`config.mk`:
```
export PLATFORM = sky130hd
export DESIGN_NAME = spectrum_bar_parse_and_smooth_top
export DESIGN_NICKNAME = d
export VERILOG_FILES = /design/src/hdl/sbps_pkg.sv /design/src/hdl/sbps_datapath.sv /design/src/hdl/sbps_ctrl.sv /design/src/hdl/spectrum_bar_parse_and_smooth_top.sv
export SDC_FILE = /design/constraint.sdc
export NUM_CORES = 2
export LEC_CHECK = 0
export ABC_AREA = 0
export BUFFER_PORTS_ARGS = -buffer_cell sky130_fd_sc_hd__buf_2
export CAP_MARGIN = 20
export CORE_AREA = 2 2 457 686
export DETAILED_ROUTE_END_ITERATION = 6
export DIE_AREA = 0 0 459 688
export PLACE_DENSITY_LB_ADDON = 0.15
export SLEW_MARGIN = 5
export SYNTH_ARGS = -nofsm -noshare
export SYNTH_HDL_FRONTEND = slang
export SYNTH_HIERARCHICAL = 1
export SYNTH_SLANG_ARGS = --single-unit
```
`constraint.sdc`:
```
create_clock -name clk -period 22.8 [get_ports clk]
set_clock_uncertainty 0.05 [all_clocks]
set_input_delay 4.56 -clock clk [delete_from_list [all_inputs] [get_ports clk]]
set_output_delay 4.56 -clock clk [all_outputs]
set_load 0.01 [all_outputs]
```
`src/hdl/sbps_pkg.sv`:
```
// Shared types, constants and helpers for the spectrum bar parser and smoother.
`default_nettype none

package sbps_pkg;

	localparam int MAX_BANDS     = 64;
	localparam int FRACTION_BITS = 10;

	localparam int BAND_IDX_W = 6;   // band_index field width
	localparam int BAND_CNT_W = 7;   // holds 0..MAX_BANDS
	localparam int LEVEL_W    = 10;  // parsed level / full_scale width
	localparam int SMOOTH_W   = 20;  // smoothed value width
	localparam int WEIGHT_W   = 11;  // Q10 weight register width
	localparam int WEIGHT_FB  = 10;  // fraction bits of the weights
	localparam int DIGIT_W    = LEVEL_W + 4;  // v*10 + d before clamping

	localparam int HOLD_W = SMOOTH_W + WEIGHT_W;               // s * (1 - w)
	localparam int NEW_W  = LEVEL_W + WEIGHT_W;                // level * w
	localparam int ACC_W  = LEVEL_W + WEIGHT_W + FRACTION_BITS + 1;

	localparam logic [WEIGHT_W-1:0] WEIGHT_ONE = WEIGHT_W'(1 << WEIGHT_FB);
	localparam logic [ACC_W-1:0]    ROUND_HALF = ACC_W'(1 << (WEIGHT_FB - 1));

	localparam int CFG_IDX_W  = 2;
	localparam int CFG_DATA_W = 11;

	localparam logic [BAND_CNT_W-1:0] BARS_RESET    = 7'd48;
	localparam logic [LEVEL_W-1:0]    FULL_RESET    = 10'd100;
	localparam logic [WEIGHT_W-1:0]   ATTACK_RESET  = 11'd512;
	localparam logic [WEIGHT_W-1:0]   RELEASE_RESET = 11'd123;

	// stream characters
	localparam logic [7:0] CH_SEMI    = 8'h3B;
	localparam logic [7:0] CH_NEWLINE = 8'h0A;
	localparam logic [7:0] CH_POINT   = 8'h2E;
	localparam logic [7:0] CH_ZERO    = 8'h30;
	localparam logic [7:0] CH_NINE    = 8'h39;

	localparam logic OP_BYTE = 1'b0;
	localparam logic OP_TICK = 1'b1;

	typedef enum logic [CFG_IDX_W-1:0] {
		CFG_BARS       = 2'd0,
		CFG_FULL_SCALE = 2'd1,
		CFG_ATTACK     = 2'd2,
		CFG_RELEASE    = 2'd3
	} cfg_idx_t;

	typedef struct packed {
		logic       operation;
		logic [7:0] text_byte;
	} in_word_t;

	typedef struct packed {
		logic [BAND_IDX_W-1:0] band_index;
		logic [SMOOTH_W-1:0]   smoothed_level;
		logic                  last_band;
	} out_word_t;

	typedef struct packed {
		logic bad;
		logic point;
		logic digit;
	} field_flags_t;

	// controller -> datapath
	typedef struct packed {
		logic                  byte_en;
		logic [7:0]            text_byte;
		logic                  copy_rd_en;
		logic [BAND_IDX_W-1:0] copy_addr;
		logic                  rd_en;
		logic [BAND_IDX_W-1:0] rd_addr;
		logic                  mul_en;
		logic                  sum_en;
		logic [BAND_IDX_W-1:0] idx;
		logic                  last;
	} cmd_t;

	// datapath -> controller
	typedef struct packed {
		logic                  commit;
		logic [BAND_CNT_W-1:0] commit_len;
		logic [BAND_IDX_W-1:0] last_idx;
		logic                  out_free;
	} sts_t;

	function automatic logic [BAND_CNT_W-1:0] bands_active(input logic [BAND_CNT_W-1:0] bars);
		logic [BAND_CNT_W-1:0] n;
		n = bars;
		if (n == '0)
			n = BAND_CNT_W'(1);
		else if (n > BAND_CNT_W'(MAX_BANDS))
			n = BAND_CNT_W'(MAX_BANDS);
		return n;
	endfunction

endpackage

`default_nettype wire

```
`src/hdl/sbps_datapath.sv`:
```
// Datapath: config registers, field parser, band memories, smoothing arithmetic, output register.
`default_nettype none

module sbps_datapath (
	input  wire logic                          clk,
	input  wire logic                          arst_n,
	input  wire logic                          cfg_valid,
	input  wire logic [sbps_pkg::CFG_IDX_W-1:0]  cfg_index,
	input  wire logic [sbps_pkg::CFG_DATA_W-1:0] cfg_data,
	input  wire sbps_pkg::cmd_t                cmd,
	output sbps_pkg::sts_t                     sts,
	output logic                               out_valid,
	input  wire logic                          out_ready,
	output sbps_pkg::out_word_t                out_data
);

	// config
	logic [sbps_pkg::BAND_CNT_W-1:0] bars_q;
	logic [sbps_pkg::LEVEL_W-1:0]    full_scale_q;
	logic [sbps_pkg::WEIGHT_W-1:0]   attack_q;
	logic [sbps_pkg::WEIGHT_W-1:0]   release_q;
	logic [sbps_pkg::BAND_CNT_W-1:0] n_bands;

	// parser
	logic [sbps_pkg::LEVEL_W-1:0]    field_value_q;
	sbps_pkg::field_flags_t          field_flags_q;
	logic [sbps_pkg::BAND_CNT_W-1:0] pending_count_q;
	logic                            is_semi, is_nl, is_digit, is_point, closing, append;
	logic [sbps_pkg::LEVEL_W-1:0]    close_val;
	logic [sbps_pkg::BAND_CNT_W-1:0] count_after;
	logic [sbps_pkg::DIGIT_W-1:0]    digit_sum;
	logic [sbps_pkg::LEVEL_W-1:0]    digit_val;

	// memories
	logic [sbps_pkg::LEVEL_W-1:0]  pend_mem   [sbps_pkg::MAX_BANDS];
	logic [sbps_pkg::LEVEL_W-1:0]  band_mem   [sbps_pkg::MAX_BANDS];
	logic [sbps_pkg::SMOOTH_W-1:0] smooth_mem [sbps_pkg::MAX_BANDS];
	logic [sbps_pkg::MAX_BANDS-1:0] band_vld_q;
	logic [sbps_pkg::MAX_BANDS-1:0] smooth_vld_q;

	// copy pipe
	logic [sbps_pkg::LEVEL_W-1:0]    pend_rd_s1;
	logic [sbps_pkg::BAND_IDX_W-1:0] copy_addr_s1;
	logic                            copy_wr_s1;

	// smoothing pipe
	logic [sbps_pkg::LEVEL_W-1:0]  band_rd_s1;
	logic [sbps_pkg::SMOOTH_W-1:0] smooth_rd_s1;
	logic                          band_vld_s1, smooth_vld_s1;
	logic [sbps_pkg::LEVEL_W-1:0]  lvl;
	logic [sbps_pkg::SMOOTH_W-1:0] s_cur, t_cur;
	logic [sbps_pkg::WEIGHT_W-1:0] w_raw, w_lim, w_hold;
	logic [sbps_pkg::HOLD_W-1:0]   p_hold_s2;
	logic [sbps_pkg::NEW_W-1:0]    p_new_s2;
	logic [sbps_pkg::ACC_W-1:0]    acc;
	logic [sbps_pkg::SMOOTH_W-1:0] s_next;

	logic                out_valid_q;
	sbps_pkg::out_word_t out_data_q;

	// ---------------- config ----------------
	always_ff @(posedge clk or negedge arst_n) begin
		if (!arst_n) begin
			bars_q       <= sbps_pkg::BARS_RESET;
			full_scale_q <= sbps_pkg::FULL_RESET;
			attack_q     <= sbps_pkg::ATTACK_RESET;
			release_q    <= sbps_pkg::RELEASE_RESET;
		end else if (cfg_valid) begin
			unique case (sbps_pkg::cfg_idx_t'(cfg_index))
				sbps_pkg::CFG_BARS:       bars_q       <= cfg_data[sbps_pkg::BAND_CNT_W-1:0];
				sbps_pkg::CFG_FULL_SCALE: full_scale_q <= cfg_data[sbps_pkg::LEVEL_W-1:0];
				sbps_pkg::CFG_ATTACK:     attack_q     <= cfg_data[sbps_pkg::WEIGHT_W-1:0];
				sbps_pkg::CFG_RELEASE:    release_q    <= cfg_data[sbps_pkg::WEIGHT_W-1:0];
				default: ;
			endcase
		end
	end

	assign n_bands = sbps_pkg::bands_active(bars_q);

	// ---------------- parser ----------------
	always_comb begin
		is_semi  = cmd.text_byte == sbps_pkg::CH_SEMI;
		is_nl    = cmd.text_byte == sbps_pkg::CH_NEWLINE;
		is_point = cmd.text_byte == sbps_pkg::CH_POINT;
		is_digit = (cmd.text_byte >= sbps_pkg::CH_ZERO) && (cmd.text_byte <= sbps_pkg::CH_NINE);
		closing  = cmd.byte_en && (is_semi || is_nl);
		// a field counts once any non-separator byte has arrived in it
		append   = closing && (field_flags_q != '0) && (pending_count_q < n_bands);
		close_val = field_flags_q.bad ? '0 : field_value_q;
		count_after = pending_count_q + sbps_pkg::BAND_CNT_W'(append);
		digit_sum = sbps_pkg::DIGIT_W'(field_value_q) * sbps_pkg::DIGIT_W'(10)
			+ sbps_pkg::DIGIT_W'(cmd.text_byte - sbps_pkg::CH_ZERO);
		digit_val = (digit_sum > sbps_pkg::DIGIT_W'(full_scale_q)) ? full_scale_q
			: digit_sum[sbps_pkg::LEVEL_W-1:0];
	end

	always_ff @(posedge clk or negedge arst_n) begin
		if (!arst_n) begin
			field_value_q   <= '0;
			field_flags_q   <= '0;
			pending_count_q <= '0;
		end else if (cmd.byte_en) begin
			if (closing) begin
				field_value_q   <= '0;
				field_flags_q   <= '0;
				pending_count_q <= is_nl ? '0 : count_after;
			end else if (is_digit) begin
				field_flags_q.digit <= 1'b1;
				if (!field_flags_q.point && !field_flags_q.bad)
					field_value_q <= digit_val;
			end else if (is_point) begin
				if (field_flags_q.point)
					field_flags_q.bad <= 1'b1;
				field_flags_q.point <= 1'b1;
			end else begin
				field_flags_q.bad <= 1'b1;
			end
		end
	end

	always_ff @(posedge clk) begin
		if (append)
			pend_mem[pending_count_q[sbps_pkg::BAND_IDX_W-1:0]] <= close_val;
	end

	// ---------------- line commit: pending -> band levels ----------------
	always_ff @(posedge clk) begin
		if (cmd.copy_rd_en) begin
			pend_rd_s1   <= pend_mem[cmd.copy_addr];
			copy_addr_s1 <= cmd.copy_addr;
		end
	end

	always_ff @(posedge clk) begin
		if (copy_wr_s1)
			band_mem[copy_addr_s1] <= pend_rd_s1;
		if (cmd.rd_en)
			band_rd_s1 <= band_mem[cmd.rd_addr];
	end

	always_ff @(posedge clk) begin
		if (cmd.sum_en)
			smooth_mem[cmd.idx] <= s_next;
		if (cmd.rd_en)
			smooth_rd_s1 <= smooth_mem[cmd.rd_addr];
	end

	always_ff @(posedge clk or negedge arst_n) begin
		if (!arst_n) begin
			copy_wr_s1    <= 1'b0;
			band_vld_q    <= '0;
			smooth_vld_q  <= '0;
			band_vld_s1   <= 1'b0;
			smooth_vld_s1 <= 1'b0;
		end else begin
			copy_wr_s1 <= cmd.copy_rd_en;
			if (copy_wr_s1)
				band_vld_q[copy_addr_s1] <= 1'b1;
			if (cmd.sum_en)
				smooth_vld_q[cmd.idx] <= 1'b1;
			if (cmd.rd_en) begin
				band_vld_s1   <= band_vld_q[cmd.rd_addr];
				smooth_vld_s1 <= smooth_vld_q[cmd.rd_addr];
			end
		end
	end

	// ---------------- smoothing ----------------
	always_comb begin
		lvl   = band_vld_s1 ? band_rd_s1 : '0;
		s_cur = smooth_vld_s1 ? smooth_rd_s1 : '0;
		t_cur = sbps_pkg::SMOOTH_W'({lvl, sbps_pkg::FRACTION_BITS'(0)});
		w_raw = (t_cur > s_cur) ? attack_q : release_q;
		w_lim = (w_raw > sbps_pkg::WEIGHT_ONE) ? sbps_pkg::WEIGHT_ONE : w_raw;
		w_hold = sbps_pkg::WEIGHT_ONE - w_lim;
	end

	always_ff @(posedge clk) begin
		if (cmd.mul_en) begin
			p_hold_s2 <= sbps_pkg::HOLD_W'(s_cur) * sbps_pkg::HOLD_W'(w_hold);
			p_new_s2  <= sbps_pkg::NEW_W'(lvl) * sbps_pkg::NEW_W'(w_lim);
		end
	end

	always_comb begin
		acc = sbps_pkg::ACC_W'(p_hold_s2)
			+ sbps_pkg::ACC_W'({p_new_s2, sbps_pkg::FRACTION_BITS'(0)})
			+ sbps_pkg::ROUND_HALF;
		s_next = acc[sbps_pkg::WEIGHT_FB +: sbps_pkg::SMOOTH_W];
	end

	// ---------------- output word ----------------
	always_ff @(posedge clk or negedge arst_n) begin
		if (!arst_n)
			out_valid_q <= 1'b0;
		else if (cmd.sum_en)
			out_valid_q <= 1'b1;
		else if (out_ready)
			out_valid_q <= 1'b0;
	end

	always_ff @(posedge clk) begin
		if (cmd.sum_en) begin
			out_data_q.band_index     <= cmd.idx;
			out_data_q.smoothed_level <= s_next;
			out_data_q.last_band      <= cmd.last;
		end
	end

	assign out_valid = out_valid_q;
	assign out_data  = out_data_q;

	always_comb begin
		sts.commit     = cmd.byte_en && is_nl && (count_after != '0);
		sts.commit_len = count_after;
		sts.last_idx   = sbps_pkg::BAND_IDX_W'(n_bands - sbps_pkg::BAND_CNT_W'(1));
		sts.out_free   = !out_valid_q || out_ready;
	end

endmodule

`default_nettype wire

```
`src/hdl/sbps_ctrl.sv`:
```
// Controller: sequences byte intake, line-commit copy and the per-band smoothing walk.
`default_nettype none

module sbps_ctrl (
	input  wire logic               clk,
	input  wire logic               arst_n,
	input  wire logic               in_valid,
	output logic                    in_ready,
	input  wire sbps_pkg::in_word_t in_data,
	input  wire sbps_pkg::sts_t     sts,
	output sbps_pkg::cmd_t          cmd
);

	typedef enum logic [2:0] {
		ST_IDLE,
		ST_COPY,
		ST_RD,
		ST_MUL,
		ST_SUM
	} state_t;

	state_t                          state_q;
	logic [sbps_pkg::BAND_IDX_W-1:0] idx_q;
	logic [sbps_pkg::BAND_IDX_W-1:0] copy_last_q;
	logic                            in_fire;
	logic                            at_last;

	assign in_ready = state_q == ST_IDLE;
	assign in_fire  = in_valid && in_ready;
	assign at_last  = idx_q == sts.last_idx;

	always_comb begin
		cmd.byte_en    = in_fire && (in_data.operation == sbps_pkg::OP_BYTE);
		cmd.text_byte  = in_data.text_byte;
		cmd.copy_rd_en = state_q == ST_COPY;
		cmd.copy_addr  = idx_q;
		// the next band's read is issued while the current one retires
		cmd.rd_en      = (state_q == ST_RD)
			|| ((state_q == ST_SUM) && sts.out_free && !at_last);
		cmd.rd_addr    = (state_q == ST_RD) ? idx_q : idx_q + sbps_pkg::BAND_IDX_W'(1);
		cmd.mul_en     = state_q == ST_MUL;
		cmd.sum_en     = (state_q == ST_SUM) && sts.out_free;
		cmd.idx        = idx_q;
		cmd.last       = at_last;
	end

	always_ff @(posedge clk or negedge arst_n) begin
		if (!arst_n) begin
			state_q     <= ST_IDLE;
			idx_q       <= '0;
			copy_last_q <= '0;
		end else begin
			unique case (state_q)
				ST_IDLE: begin
					if (in_fire) begin
						idx_q <= '0;
						if (in_data.operation == sbps_pkg::OP_TICK) begin
							state_q <= ST_RD;
						end else if (sts.commit) begin
							copy_last_q <= sbps_pkg::BAND_IDX_W'(sts.commit_len
								- sbps_pkg::BAND_CNT_W'(1));
							state_q <= ST_COPY;
						end
					end
				end
				ST_COPY: begin
					if (idx_q == copy_last_q)
						state_q <= ST_IDLE;
					else
						idx_q <= idx_q + sbps_pkg::BAND_IDX_W'(1);
				end
				ST_RD: begin
					state_q <= ST_MUL;
				end
				ST_MUL: begin
					state_q <= ST_SUM;
				end
				ST_SUM: begin
					if (sts.out_free) begin
						if (at_last) begin
							state_q <= ST_IDLE;
						end else begin
							idx_q   <= idx_q + sbps_pkg::BAND_IDX_W'(1);
							state_q <= ST_MUL;
						end
					end
				end
				default: state_q <= ST_IDLE;
			endcase
		end
	end

endmodule

`default_nettype wire

```
`src/hdl/spectrum_bar_parse_and_smooth_top.sv`:
```
// Top level of the spectrum bar parser and attack/release smoother.
//
// in channel: one word per item; operation selects a text byte or a frame tick.
// Text bytes are taken one per cycle. A newline that closes a line holding k
// fields copies them into the band levels, one band per cycle, and input stalls
// while the copy runs (the pending memory has one read port).
// A tick walks the bands in use through the same two multipliers: the walk
// steps through read, multiply and sum states, then multiply and sum for each
// further band, with that band's read issued during the previous sum. Input is
// not taken during the walk.
// out channel: band_index, smoothed_level (Q10), last_band on the final band.
// A registered output word parts the two sides; when the receiver stalls the
// walk holds at the current band and resumes when the word is taken. Bytes
// are accepted while the last word of a tick still waits.
// cfg channel: always ready; writes take effect at once and are meant for idle.
// Reset: registers return to 48 bands, full scale 100, weights 512 and 123;
// band levels and smoothed values read as zero, the field parser is empty.
`default_nettype none

module spectrum_bar_parse_and_smooth_top (
	input  wire logic                            clk,
	input  wire logic                            arst_n,
	input  wire logic                            in_valid,
	output logic                                 in_ready,
	input  wire sbps_pkg::in_word_t              in_data,
	output logic                                 out_valid,
	input  wire logic                            out_ready,
	output sbps_pkg::out_word_t                  out_data,
	input  wire logic                            cfg_valid,
	output logic                                 cfg_ready,
	input  wire logic [sbps_pkg::CFG_IDX_W-1:0]  cfg_index,
	input  wire logic [sbps_pkg::CFG_DATA_W-1:0] cfg_data
);

	sbps_pkg::cmd_t cmd;
	sbps_pkg::sts_t sts;

	assign cfg_ready = 1'b1;

	sbps_ctrl u_ctrl (
		.clk      (clk),
		.arst_n   (arst_n),
		.in_valid (in_valid),
		.in_ready (in_ready),
		.in_data  (in_data),
		.sts      (sts),
		.cmd      (cmd)
	);

	sbps_datapath u_dp (
		.clk       (clk),
		.arst_n    (arst_n),
		.cfg_valid (cfg_valid),
		.cfg_index (cfg_index),
		.cfg_data  (cfg_data),
		.cmd       (cmd),
		.sts       (sts),
		.out_valid (out_valid),
		.out_ready (out_ready),
		.out_data  (out_data)
	);

endmodule

`default_nettype wire

```
==> impl_metrics.py <==
metrics = {
    "critical_path": {
        "path_class": "reg -> reg",
        "startpoint_type": "flip-flop",
        "critical-path-max-stage-delay_ps": 620,
        "timing.rr.end": "u_dp/p_hold_s2[23]",
        "cp.arrival_ps": 11570,
        "crit_path_frequent_cell": "fa_1",
        "critPathMaxFanout": 51,
        "critPathCaptureType": "flip-flop",
        "cp_data_required_time_ps": 23280,
        "r2r-start": "u_dp/smooth_vld_s1",
        "worstRegToRegCells": 35,
        "r2r_slack_ps": 11710,
        "cp_slowest_cell": "clkinv_1",
        "crit_path_start": "u_dp/smooth_vld_s1",
    },
    "drt": {
        "drt_first_pass_iters": 6,
        "routed_wl_mm": 326.2,
        "viasPerCell": 5.576,
        "drt_drc_violations_left": 0,
        "antenna_left": 0,
        "wire_per_inst_um": 30.11,
        "dr_total_vias": 60400,
        "drtIter0Drc": 5009,
    },
    "timing": {
        "worstMarginPinSlew_ps": 1148,
        "relSlewSlack_pct": 23.18,
        "final_hold_viol_count": 0,
        "setup-violations-final": 0,
        "slew_violations": 0,
        "layout_min_cycle_time_ps": 11090,
        "fin_hold_ws_ps": 411.2,
        "rsz0062_at_grt": "no",
        "max_freq_mhz": 90.18,
        "fin_tns_setup_ps": 0,
        "timing.final.crit_share_pct": 48.64,
    },
    "die": {
        "start_util_pct": 39.75,
        "fp.dieW_um": 459,
        "io_pins": 57,
        "die_h_um": 688,
        "rows": 251,
        "die-area_um2": 315800,
        "core_um2": 310300,
    },
    "outcome": {
        "status": "complete, no violations",
    },
    "placement": {
        "place_area_um2": 129700,
        "place_congestion": 0.8724,
        "port_buffers": 55,
        "dp_hpwl_mm": 203.1,
    },
    "global_routing": {
        "grt_start_max_net_pins": 116,
        "grt_pass1_wl_mm": 470.4,
        "antenna_found_initial": 8,
        "gr-total-overflow": 0,
        "grt_pass1_vias": 64690,
        "grt_util_all_layers_pct": 20.75,
    },
    "clock_tree": {
        "cts_tree": "done",
        "cts_buffer_depth": 4,
        "cts-root-buf": "clkbuf_16",
        "cts_resized": 0,
        "numCtsBuffers": 287,
        "cts.clk_slew.worst_paths_ps": 70,
        "clk_latency_ps": 860,
        "cts_sinks": 2880,
        "cts_setup_buffers": 0,
        "cts-hold-fix-buffers": 0,
        "h-tree-depth": 5,
    },
    "run": {
        "cap_violations": 0,
    },
    "hold_path": {
        "hold_path.class": "reg -> reg",
        "min_to": "u_dp/smooth_vld_q[46]",
        "min_path_cells": 1,
        "min_from": "u_dp/smooth_vld_q[46]",
    },
    "cells_and_area": {
        "final_core_util_pct": 44.87,
        "nFillCells": 26460,
        "finalNetCount": 7007,
        "area_growth_pct": 12.87,
        "regArea_um2": 85480,
        "final_layout_size_suffix_gt1_share_pct": 28.66,
        "multi_input_area_um2": 36200,
        "stdcell_area_um2": 139200,
    },
    "logic_synthesis": {
        "yosys_warnings": 6,
        "post_synth_instance_area_um2": 123300,
        "syn_inst": 6273,
        "syn_avg_cell_area_um2": 19.66,
        "synth_nets": 6729,
    },
}
## cell type report
class                           count  share of cell area (%)
Sequential cell                  2880                   61.40
Clock buffer                      358                   5.573
Antenna cell                       14                 0.02516
Timing Repair Buffer              286                   1.519
Clock inverter                    149                   1.120
Tap cell                         4048                   3.638
Multi-Input combinational cell   2828                   26.00
Inverter                          268                  0.7226
## per-layer routing
layer	vias up	part of all wire, %	track usage (%)	routed length, µm
met5	-	0.0052	0	17
met1	33000	37	24.25	120700
met2	1469	55	38.74	179500
met4	2	4.2	8.019	13860
li1	25430	-	-	-
met3	499	3.7	2.342	12080
## sequential cells by signal, indices dropped and copies added (netlist names), 20 cells and up
register	count
u_dp/p_new_s2	20
u_dp/band_vld_q	64
u_dp/smooth_rd_s1	20
u_dp/smooth_mem	1280
u_dp/band_mem	640
u_dp/out_data	27
u_dp/smooth_vld_q	64
u_dp/pend_mem	640
u_dp/p_hold_s2	21
## worst max path at each step
| stage | cells past startpoint | endpoint | slack (ps) |
|---|---|---|---|
| after detailed placement | 35 | u_dp/p_hold_s2[23] | 11850 |
| after global routing | 35 | u_dp/p_hold_s2[23] | 11130 |
| after CTS | 35 | u_dp/p_hold_s2[23] | 11770 |
| final | 35 | u_dp/p_hold_s2[23] | 11710 |
| after global placement | 35 | u_dp/p_hold_s2[23] | 12010 |
| after floorplan | 35 | u_dp/p_hold_s2[23] | 13560 |
## critical path: cells and delay by family, from the launching register on
family / cells / cell delay (ps)
fa+ha+maj: 8 / 3660
mux: 1 / 220
flops: 1 / 320
simple gates: 8 / 2280
compound gates: 9 / 2190
xor+xnor: 1 / 120
buf+inv: 8 / 1890
## cells in the final DEF, fill, tap and decap left out, types with 43 or more instances in the layout
cell          n
edfxtp_1   2674
mux4_2      876
clkbuf_16   295
nor2_1      292
nand2_1     277
inv_1       259
fa_1        231
buf_4       218
ha_1        198
dfrtp_1     188
or2_2       137
nor2_2       81
xnor2_1      61
a21oi_1      61
buf_2        55
nand3_1      54
clkinv_1     52
clkbuf_1     49
mux2_2       47
clkinv_2     43
## stage by stage
step           instances  setup slack [ps]
2_1_floorplan       6273             13560
3_3_place_gp       10270             12010
3_5_place_dp       10290             11850
4_1_cts            10800             11770
5_1_grt            10830             11130
6_report           10830             11710
Power is not shown: default switching activity piles up to over one toggle a cycle in this logic, so the estimate is an artifact.
